===== config.mk =====
export PLATFORM = sky130hd
export DESIGN_NAME = i2c_register_read_sequencer_top_flat
export DESIGN_NICKNAME = d
export VERILOG_FILES = /design/src/sv/i2c_rrs_pkg.sv /design/src/sv/i2c_rrs_if.sv /design/src/sv/i2c_register_read_sequencer_top.sv /design/src/flat_wrapper.sv
export SDC_FILE = /design/constraint.sdc
export NUM_CORES = 1
export LEC_CHECK = 0
export BUFFER_PORTS_ARGS = -buffer_cell sky130_fd_sc_hd__buf_2
export CAP_MARGIN = 5
export CORE_ASPECT_RATIO = 1.2
export CORE_MARGIN = 2
export CORE_UTILIZATION = 49
export DETAILED_ROUTE_END_ITERATION = 8
export HOLD_SLACK_MARGIN = 0.12
export PLACE_DENSITY_LB_ADDON = 0.1
export SYNTH_ARGS = -nofsm -noshare
export SYNTH_HDL_FRONTEND = slang
export SYNTH_SLANG_ARGS = --single-unit

===== constraint.sdc =====
create_clock -name clk_i -period 1.75 [get_ports clk_i]
set_input_delay 0.35 -clock clk_i [delete_from_list [all_inputs] [get_ports clk_i]]
set_output_delay 0.35 -clock clk_i [all_outputs]
set_load 0.03 [all_outputs]

===== src/sv/i2c_rrs_pkg.sv =====
// Package of the I2C register-read sequencer: event codes, phase codes,
// configuration register indexes and the result record. No dependencies.

package i2c_rrs_pkg;

  localparam int unsigned OpW     = 3;
  localparam int unsigned PhaseW  = 3;
  localparam int unsigned CfgIdxW = 1;
  localparam int unsigned CfgDatW = 8;

  localparam logic [OpW-1:0] OP_START = 3'd0;
  localparam logic [OpW-1:0] OP_ACK   = 3'd1;
  localparam logic [OpW-1:0] OP_NACK  = 3'd2;
  localparam logic [OpW-1:0] OP_RX    = 3'd3;
  localparam logic [OpW-1:0] OP_MSTOP = 3'd4;

  localparam logic [PhaseW-1:0] PH_IDLE     = 3'd0;
  localparam logic [PhaseW-1:0] PH_ADDR_W   = 3'd1;
  localparam logic [PhaseW-1:0] PH_REG      = 3'd2;
  localparam logic [PhaseW-1:0] PH_ADDR_R   = 3'd3;
  localparam logic [PhaseW-1:0] PH_HIGH     = 3'd4;
  localparam logic [PhaseW-1:0] PH_LOW      = 3'd5;
  localparam logic [PhaseW-1:0] PH_STOPPING = 3'd6;

  localparam logic [CfgIdxW-1:0] REG_DEVICE_ADDRESS   = 1'd0;
  localparam logic [CfgIdxW-1:0] REG_REGISTER_ADDRESS = 1'd1;

  localparam logic RW_WRITE = 1'b0;
  localparam logic RW_READ  = 1'b1;

  typedef struct packed {
    logic        issue_start;
    logic        tx_valid;
    logic [7:0]  tx_byte;
    logic        issue_ack;
    logic        issue_nack;
    logic        issue_stop;
    logic        done_res;
    logic [15:0] read_value;
    logic        protocol_error;
  } res_t;

endpackage


===== src/sv/i2c_rrs_if.sv =====
// Handshake interfaces of the I2C register-read sequencer: bus events in,
// command results out, and the configuration write channel. Uses i2c_rrs_pkg.

interface i2c_rrs_in_if import i2c_rrs_pkg::*; ();
  logic           valid;
  logic           ready;
  logic [OpW-1:0] op;
  logic [7:0]     rx_byte;

  modport source (output valid, output op, output rx_byte, input ready);
  modport sink (input valid, input op, input rx_byte, output ready);
endinterface

interface i2c_rrs_res_if;
  logic        valid;
  logic        ready;
  logic        issue_start;
  logic        tx_valid;
  logic [7:0]  tx_byte;
  logic        issue_ack;
  logic        issue_nack;
  logic        issue_stop;
  logic        done_res;
  logic [15:0] read_value;
  logic        protocol_error;

  modport source (
    output valid, output issue_start, output tx_valid, output tx_byte,
    output issue_ack, output issue_nack, output issue_stop, output done_res,
    output read_value, output protocol_error, input ready
  );
  modport sink (
    input valid, input issue_start, input tx_valid, input tx_byte,
    input issue_ack, input issue_nack, input issue_stop, input done_res,
    input read_value, input protocol_error, output ready
  );
endinterface

interface i2c_rrs_cfg_if import i2c_rrs_pkg::*; ();
  logic               valid;
  logic               ready;
  logic [CfgIdxW-1:0] index;
  logic [CfgDatW-1:0] data;

  modport source (output valid, output index, output data, input ready);
  modport sink (input valid, input index, input data, output ready);
endinterface


===== src/sv/i2c_register_read_sequencer_top.sv =====
// The sequencer accepts one bus event per clock cycle and presents its command
// result in the next cycle from a result register; in_i.ready is low only while
// that register holds a result the consumer has not yet taken, so with a ready
// consumer the rate is one transaction per cycle. The phase and the assembled
// value update at the event's acceptance, so the following event may arrive in
// the very next cycle. The configuration channel is always ready; a new device
// or register address is used from the next transmitted byte. Depends on
// i2c_rrs_pkg and the interfaces in i2c_rrs_if.

module i2c_register_read_sequencer_top import i2c_rrs_pkg::*; (
  input  logic               clk_i,
  input  logic               rst_ni,
  i2c_rrs_in_if.sink         in_i,
  i2c_rrs_res_if.source      res_o,
  i2c_rrs_cfg_if.sink        cfg_i
);

  logic [6:0]        dev_addr_q;
  logic [7:0]        reg_addr_q;
  logic [PhaseW-1:0] phase_q, phase_d;
  logic [15:0]       held_q, held_d;
  logic              res_valid_q;
  res_t              res_q, res_d;
  logic              in_acc;
  logic              res_acc;

  assign in_i.ready  = !res_valid_q || res_o.ready;
  assign in_acc      = in_i.valid && in_i.ready;
  assign res_acc     = res_valid_q && res_o.ready;
  assign cfg_i.ready = 1'b1;

  always_ff @(posedge clk_i or negedge rst_ni) begin
    if (!rst_ni) begin
      dev_addr_q <= '0;
      reg_addr_q <= '0;
    end else if (cfg_i.valid) begin
      case (cfg_i.index)
        REG_DEVICE_ADDRESS:   dev_addr_q <= cfg_i.data[6:0];
        REG_REGISTER_ADDRESS: reg_addr_q <= cfg_i.data;
        default: ;
      endcase
    end
  end

  always_comb begin
    phase_d = phase_q;
    held_d  = held_q;
    res_d   = '0;
    case (phase_q)
      PH_IDLE: begin
        if (in_i.op == OP_START) begin
          res_d.issue_start = 1'b1;
          res_d.tx_valid    = 1'b1;
          res_d.tx_byte     = {dev_addr_q, RW_WRITE};
          phase_d           = PH_ADDR_W;
        end else begin
          res_d.protocol_error = 1'b1;
        end
      end
      PH_ADDR_W: begin
        if (in_i.op == OP_ACK) begin
          res_d.tx_valid = 1'b1;
          res_d.tx_byte  = reg_addr_q;
          phase_d        = PH_REG;
        end else begin
          res_d.protocol_error = 1'b1;
        end
      end
      PH_REG: begin
        if (in_i.op == OP_ACK) begin
          res_d.issue_start = 1'b1;
          res_d.tx_valid    = 1'b1;
          res_d.tx_byte     = {dev_addr_q, RW_READ};
          phase_d           = PH_ADDR_R;
        end else begin
          res_d.protocol_error = 1'b1;
        end
      end
      PH_ADDR_R: begin
        if (in_i.op == OP_NACK) begin
          res_d.issue_start = 1'b1;
          res_d.tx_valid    = 1'b1;
          res_d.tx_byte     = {dev_addr_q, RW_READ};
        end else if (in_i.op == OP_ACK) begin
          phase_d = PH_HIGH;
        end else begin
          res_d.protocol_error = 1'b1;
        end
      end
      PH_HIGH: begin
        if (in_i.op == OP_RX) begin
          held_d          = {in_i.rx_byte, 8'h00};
          res_d.issue_ack = 1'b1;
          phase_d         = PH_LOW;
        end else begin
          res_d.protocol_error = 1'b1;
        end
      end
      PH_LOW: begin
        if (in_i.op == OP_RX) begin
          held_d           = held_q | {8'h00, in_i.rx_byte};
          res_d.issue_nack = 1'b1;
          res_d.issue_stop = 1'b1;
          phase_d          = PH_STOPPING;
        end else begin
          res_d.protocol_error = 1'b1;
        end
      end
      PH_STOPPING: begin
        if (in_i.op == OP_MSTOP) begin
          res_d.done_res   = 1'b1;
          res_d.read_value = held_q;
          phase_d          = PH_IDLE;
        end else begin
          res_d.protocol_error = 1'b1;
        end
      end
      default: begin
        res_d.protocol_error = 1'b1;
      end
    endcase
  end

  always_ff @(posedge clk_i or negedge rst_ni) begin
    if (!rst_ni) begin
      phase_q     <= PH_IDLE;
      held_q      <= '0;
      res_valid_q <= 1'b0;
    end else begin
      if (in_acc) begin
        phase_q     <= phase_d;
        held_q      <= held_d;
        res_valid_q <= 1'b1;
      end else if (res_acc) begin
        res_valid_q <= 1'b0;
      end
    end
  end

  always_ff @(posedge clk_i) begin
    if (in_acc) begin
      res_q <= res_d;
    end
  end

  assign res_o.valid          = res_valid_q;
  assign res_o.issue_start    = res_q.issue_start;
  assign res_o.tx_valid       = res_q.tx_valid;
  assign res_o.tx_byte        = res_q.tx_byte;
  assign res_o.issue_ack      = res_q.issue_ack;
  assign res_o.issue_nack     = res_q.issue_nack;
  assign res_o.issue_stop     = res_q.issue_stop;
  assign res_o.done_res       = res_q.done_res;
  assign res_o.read_value     = res_q.read_value;
  assign res_o.protocol_error = res_q.protocol_error;

endmodule


===== src/flat_wrapper.sv =====
// flat-port wrapper written by rule: the top's interface ports become plain ports
module i2c_register_read_sequencer_top_flat import i2c_rrs_pkg::*;
  (clk_i, rst_ni, in_i_valid, in_i_op, in_i_rx_byte, in_i_ready, res_o_valid, res_o_issue_start, res_o_tx_valid, res_o_tx_byte, res_o_issue_ack, res_o_issue_nack, res_o_issue_stop, res_o_done_res, res_o_read_value, res_o_protocol_error, res_o_ready, cfg_i_valid, cfg_i_index, cfg_i_data, cfg_i_ready);
  i2c_rrs_in_if in_i_i ();
  i2c_rrs_res_if res_o_i ();
  i2c_rrs_cfg_if cfg_i_i ();
  input  logic clk_i;
  input  logic rst_ni;
  input wire logic [$bits(in_i_i.valid)-1:0] in_i_valid;
  input wire logic [$bits(in_i_i.op)-1:0] in_i_op;
  input wire logic [$bits(in_i_i.rx_byte)-1:0] in_i_rx_byte;
  output wire logic [$bits(in_i_i.ready)-1:0] in_i_ready;
  output wire logic [$bits(res_o_i.valid)-1:0] res_o_valid;
  output wire logic [$bits(res_o_i.issue_start)-1:0] res_o_issue_start;
  output wire logic [$bits(res_o_i.tx_valid)-1:0] res_o_tx_valid;
  output wire logic [$bits(res_o_i.tx_byte)-1:0] res_o_tx_byte;
  output wire logic [$bits(res_o_i.issue_ack)-1:0] res_o_issue_ack;
  output wire logic [$bits(res_o_i.issue_nack)-1:0] res_o_issue_nack;
  output wire logic [$bits(res_o_i.issue_stop)-1:0] res_o_issue_stop;
  output wire logic [$bits(res_o_i.done_res)-1:0] res_o_done_res;
  output wire logic [$bits(res_o_i.read_value)-1:0] res_o_read_value;
  output wire logic [$bits(res_o_i.protocol_error)-1:0] res_o_protocol_error;
  input wire logic [$bits(res_o_i.ready)-1:0] res_o_ready;
  input wire logic [$bits(cfg_i_i.valid)-1:0] cfg_i_valid;
  input wire logic [$bits(cfg_i_i.index)-1:0] cfg_i_index;
  input wire logic [$bits(cfg_i_i.data)-1:0] cfg_i_data;
  output wire logic [$bits(cfg_i_i.ready)-1:0] cfg_i_ready;
  assign in_i_i.valid = in_i_valid;
  assign in_i_i.op = in_i_op;
  assign in_i_i.rx_byte = in_i_rx_byte;
  assign in_i_ready = in_i_i.ready;
  assign res_o_valid = res_o_i.valid;
  assign res_o_issue_start = res_o_i.issue_start;
  assign res_o_tx_valid = res_o_i.tx_valid;
  assign res_o_tx_byte = res_o_i.tx_byte;
  assign res_o_issue_ack = res_o_i.issue_ack;
  assign res_o_issue_nack = res_o_i.issue_nack;
  assign res_o_issue_stop = res_o_i.issue_stop;
  assign res_o_done_res = res_o_i.done_res;
  assign res_o_read_value = res_o_i.read_value;
  assign res_o_protocol_error = res_o_i.protocol_error;
  assign res_o_i.ready = res_o_ready;
  assign cfg_i_i.valid = cfg_i_valid;
  assign cfg_i_i.index = cfg_i_index;
  assign cfg_i_i.data = cfg_i_data;
  assign cfg_i_ready = cfg_i_i.ready;
  i2c_register_read_sequencer_top u_core (.clk_i(clk_i), .rst_ni(rst_ni), .in_i(in_i_i), .res_o(res_o_i), .cfg_i(cfg_i_i));
endmodule

==> results by group <==
Status
  – Status: complete, no violations

Floorplanning
  – CORE AREA: 0.00559 mm2
  – Die width: 73.3 um
  – Die Y: 87.1 um
  – Die area: 0.00638 mm2
  – Initial core utilization: 0.504
  – # IOs: 59
  – Row Count: 30

Route
  – DRC marker count from the first detailed-route iteration: 189
  – Routed wire length: 5160 um
  – Final antenna-violating net count: 0
  – Routed WL per cell: 14.0 um
  – First-pass iteration count of the detailed router: 4
  – DRC: 0
  – Vias: 1913
  – Drt via density: 5.20

Worst hold path
  – Hold Crit Class: in -> reg

Placed design
  – Placed cells: 351
  – HPWL Detailed: 3690 um
  – IO Port Bufs: 57
  – GPL Wtd Cong: 0.791

Power and ir drop
  – Comb power frac: 0.150
  – Power Internal: 2.83 mW
  – Flop pwr share: 0.489
  – Power per Cell Area: 1090 mW/mm2
  – Net Switching: 1.02 mW
  – Switching portion of total power: 0.265
  – Maximum vdd ir drop: 688 uV
  – Clock power frac: 0.361
  – LEAKAGE: 1.55 nW

Final layout
  – Most common cell after layout, fill and taps aside: buf_2
  – Share of cells above drive strength 1: 0.395
  – Final core occ: 0.632
  – Commonest cells after routing, fill and taps aside: buf_2 (57), dfrtp_1 (32), edfxtp_1 (30)
  – Fillers: 461
  – Area grow syn2layout: 25.4%
  – Inserted Diodes: 0
  – Nets@finish: 324
  – Post-route insts no fill: 368

Logic synthesis
  – Post-Synthesis Cells: 223
  – Cell taking the most area after synthesis: edfxtp_1
  – Post-synthesis sequential area ratio: 0.630
  – Syn nets: 248
  – #FFs+latches synth: 65
  – Ys Warns: 0
  – Syn avg cell area: 12.7 um2
  – Top-area cell type share of the netlist area: 0.319
  – Area contributors post-synth: edfxtp_1 (32%), dfrtp_1 (31%), mux2_2 (6.0%)
  – Synth cell types: 41
  – Synth Cell Area: 0.00282 mm2

STA
  – Tmin final: 1.64 ns
  – RSZ-0062 raised after global routing: false
  – Final Setup Violations: 0
  – Setup TNS: 0 ns
  – Max Freq: 0.609 GHz
  – Final-report hold violation count: 0
  – Part of the cycle the worst path needs: 0.939
  – Skew final: 0.00615 ns
  – Slew Limit Fails: 0

Setup path
  – Worst Path Required: 1.96 ns
  – Startpoint Class: flip-flop
  – Crit-path max FO: 9
  – Endpoint type of the worst setup path: flip-flop
  – Kind of critical path: reg -> reg
  – Crit path DAT: 1.85 ns

Global routing
  – Initial antenna violation count: 0
  – Tot GR Track Use: 0.179
  – Number of global-route vias before repair: 1895
  – Remaining Overflow, GRT: 0
  – Global-route wire length before repair: 8600 um
  – Largest net degree at the start of global routing: 19

Clock network
  – TritonCTS Buffers: 9
  – CTS max path bufs: 2
  – CTS tree: yes
  – CTS sink count: 65
  – H-Tree Depth: 3
  – Root buf cell: clkbuf_8
  – Worst-skew pair later-pin latency: 0.34 ns
  – Setup repair bufs after CTS: 0
  – Worst-path clk slew: 0.07 ns

Job
  – Max-cap violations: 0
[worst paths after layout]
kind | from | endpoint | slack, ns | cells past startpoint
setup / recovery | u_core.phase_q[0] | u_core.phase_q[1] | 0.11 | 6
hold / removal | cfg_i_data[7] | u_core.reg_addr_q[7] | 0.25 | 2
setup reg to reg | u_core.phase_q[0] | u_core.phase_q[1] | 0.11 | 6
hold reg to reg | u_core.held_q[5] | u_core.held_q[5] | 0.49 | 2
max in group asynchronous | rst_ni | u_core.dev_addr_q[3] | 0.77 | 3
min in group asynchronous | rst_ni | u_core.reg_addr_q[1] | 0.47 | 2
[logic make-up after synthesis]
kind of cell | synth area share
buf+inv | 0.0412
xor+xnor | 0.00310
compound gates | 0.0811
simple gates | 0.155
flops | 0.630
other cells | 0.00133
mux | 0.0882
[worst max-delay path, cell delays in order (launching register included)]
cell and delay (ns):
dfrtp_1 0.47, buf_4 0.19, buf_4 0.17, nor4bb_1 0.32
a21oi_1 0.07, o31ai_1 0.19, o21ai_0 0.12
[cell usage after synthesis, drive strengths merged]
master   n
clkbuf   6
mux2i    8
edfxtp  30
and3b    2
and2    16
nand2b   4
nand4    1
o31ai    2
nor3b    2
a21boi   2
a211oi   1
a21oi   11
conb     1
nand4b   2
nor4b    1
or2      2
o21a     1
dfrtp   35
o211ai   2
nor3     3
nand3    2
nor2b    4
a22o     7
mux2    15
buf      7
nor2    12
nand2   14
nand3b   2
a31o     1
xor2     1
o21ai    7
o32ai    1
inv     12
or3      1
nor4     4
nor4bb   1
[per-layer routing]
layer / share of wire / vias up / GRT usage
met5: 0 / - / 0
li1: - / 941 / -
met1: 0.43 / 913 / 0.224
met3: 0.055 / 7 / 0.0579
met4: 0.017 / 0 / 0.0657
met2: 0.50 / 52 / 0.288
[stage by stage]
stage | area, um2 | hold slack [ns] | worst slack (ns) | power, mW
after floorplan | 2840 | 0.0544 | 0.0356 | 2.27
after global placement | 3310 | 0.299 | 0.107 | 2.48
after detailed placement | 3310 | 0.304 | 0.0466 | 2.50
after CTS | 3530 | 0.236 | 0.0913 | 3.89
after global routing | 3540 | 0.237 | 0.00885 | 4.05
final | 3540 | 0.249 | 0.107 | 3.86
[flip-flops by register name (all words and copies together), names as in the netlist]
name and flops:
u_core.res_o.done_res 1, u_core.phase_q 3, u_core.reg_addr_q 8, u_core.res_o.issue_ack 1, u_core.held_q 16, u_core.res_o.issue_start 1, u_core.res_o.valid 1, u_core.res_o.tx_byte 8
u_core.dev_addr_q 7, u_core.res_o.tx_valid 1, u_core.res_o.issue_stop 1, u_core.res_o.read_value 16, u_core.res_o.protocol_error 1
[power groups by stage]
stage               Sequential (mW)  Clock [mW]  Combinational, mW
global placement               1.91           0              0.573
CTS                            1.88        1.42              0.586
finish                         1.88        1.39              0.579
global route                   1.91        1.50              0.647
detailed placement             1.91           0              0.584
floorplan                      1.95           0              0.320
[area by class of cell]
type	count	area, um2	share of cell area
flip-flops and latches	65	1780	0.503
inverters	12	48.8	0.0138
well taps	64	80.1	0.0226
clock inverters	7	93.8	0.0265
multi-input cells	133	952	0.269
repair buffers	78	458	0.129
clock buffers	9	124	0.0350
[repair_timing]
action,CTS,global route
setup endpoints to repair,0,10
gates resized for setup,0,2
endpoints found under the hold margin,15,0
hold buffers,1,0
Power figures use the tool's default switching activity.
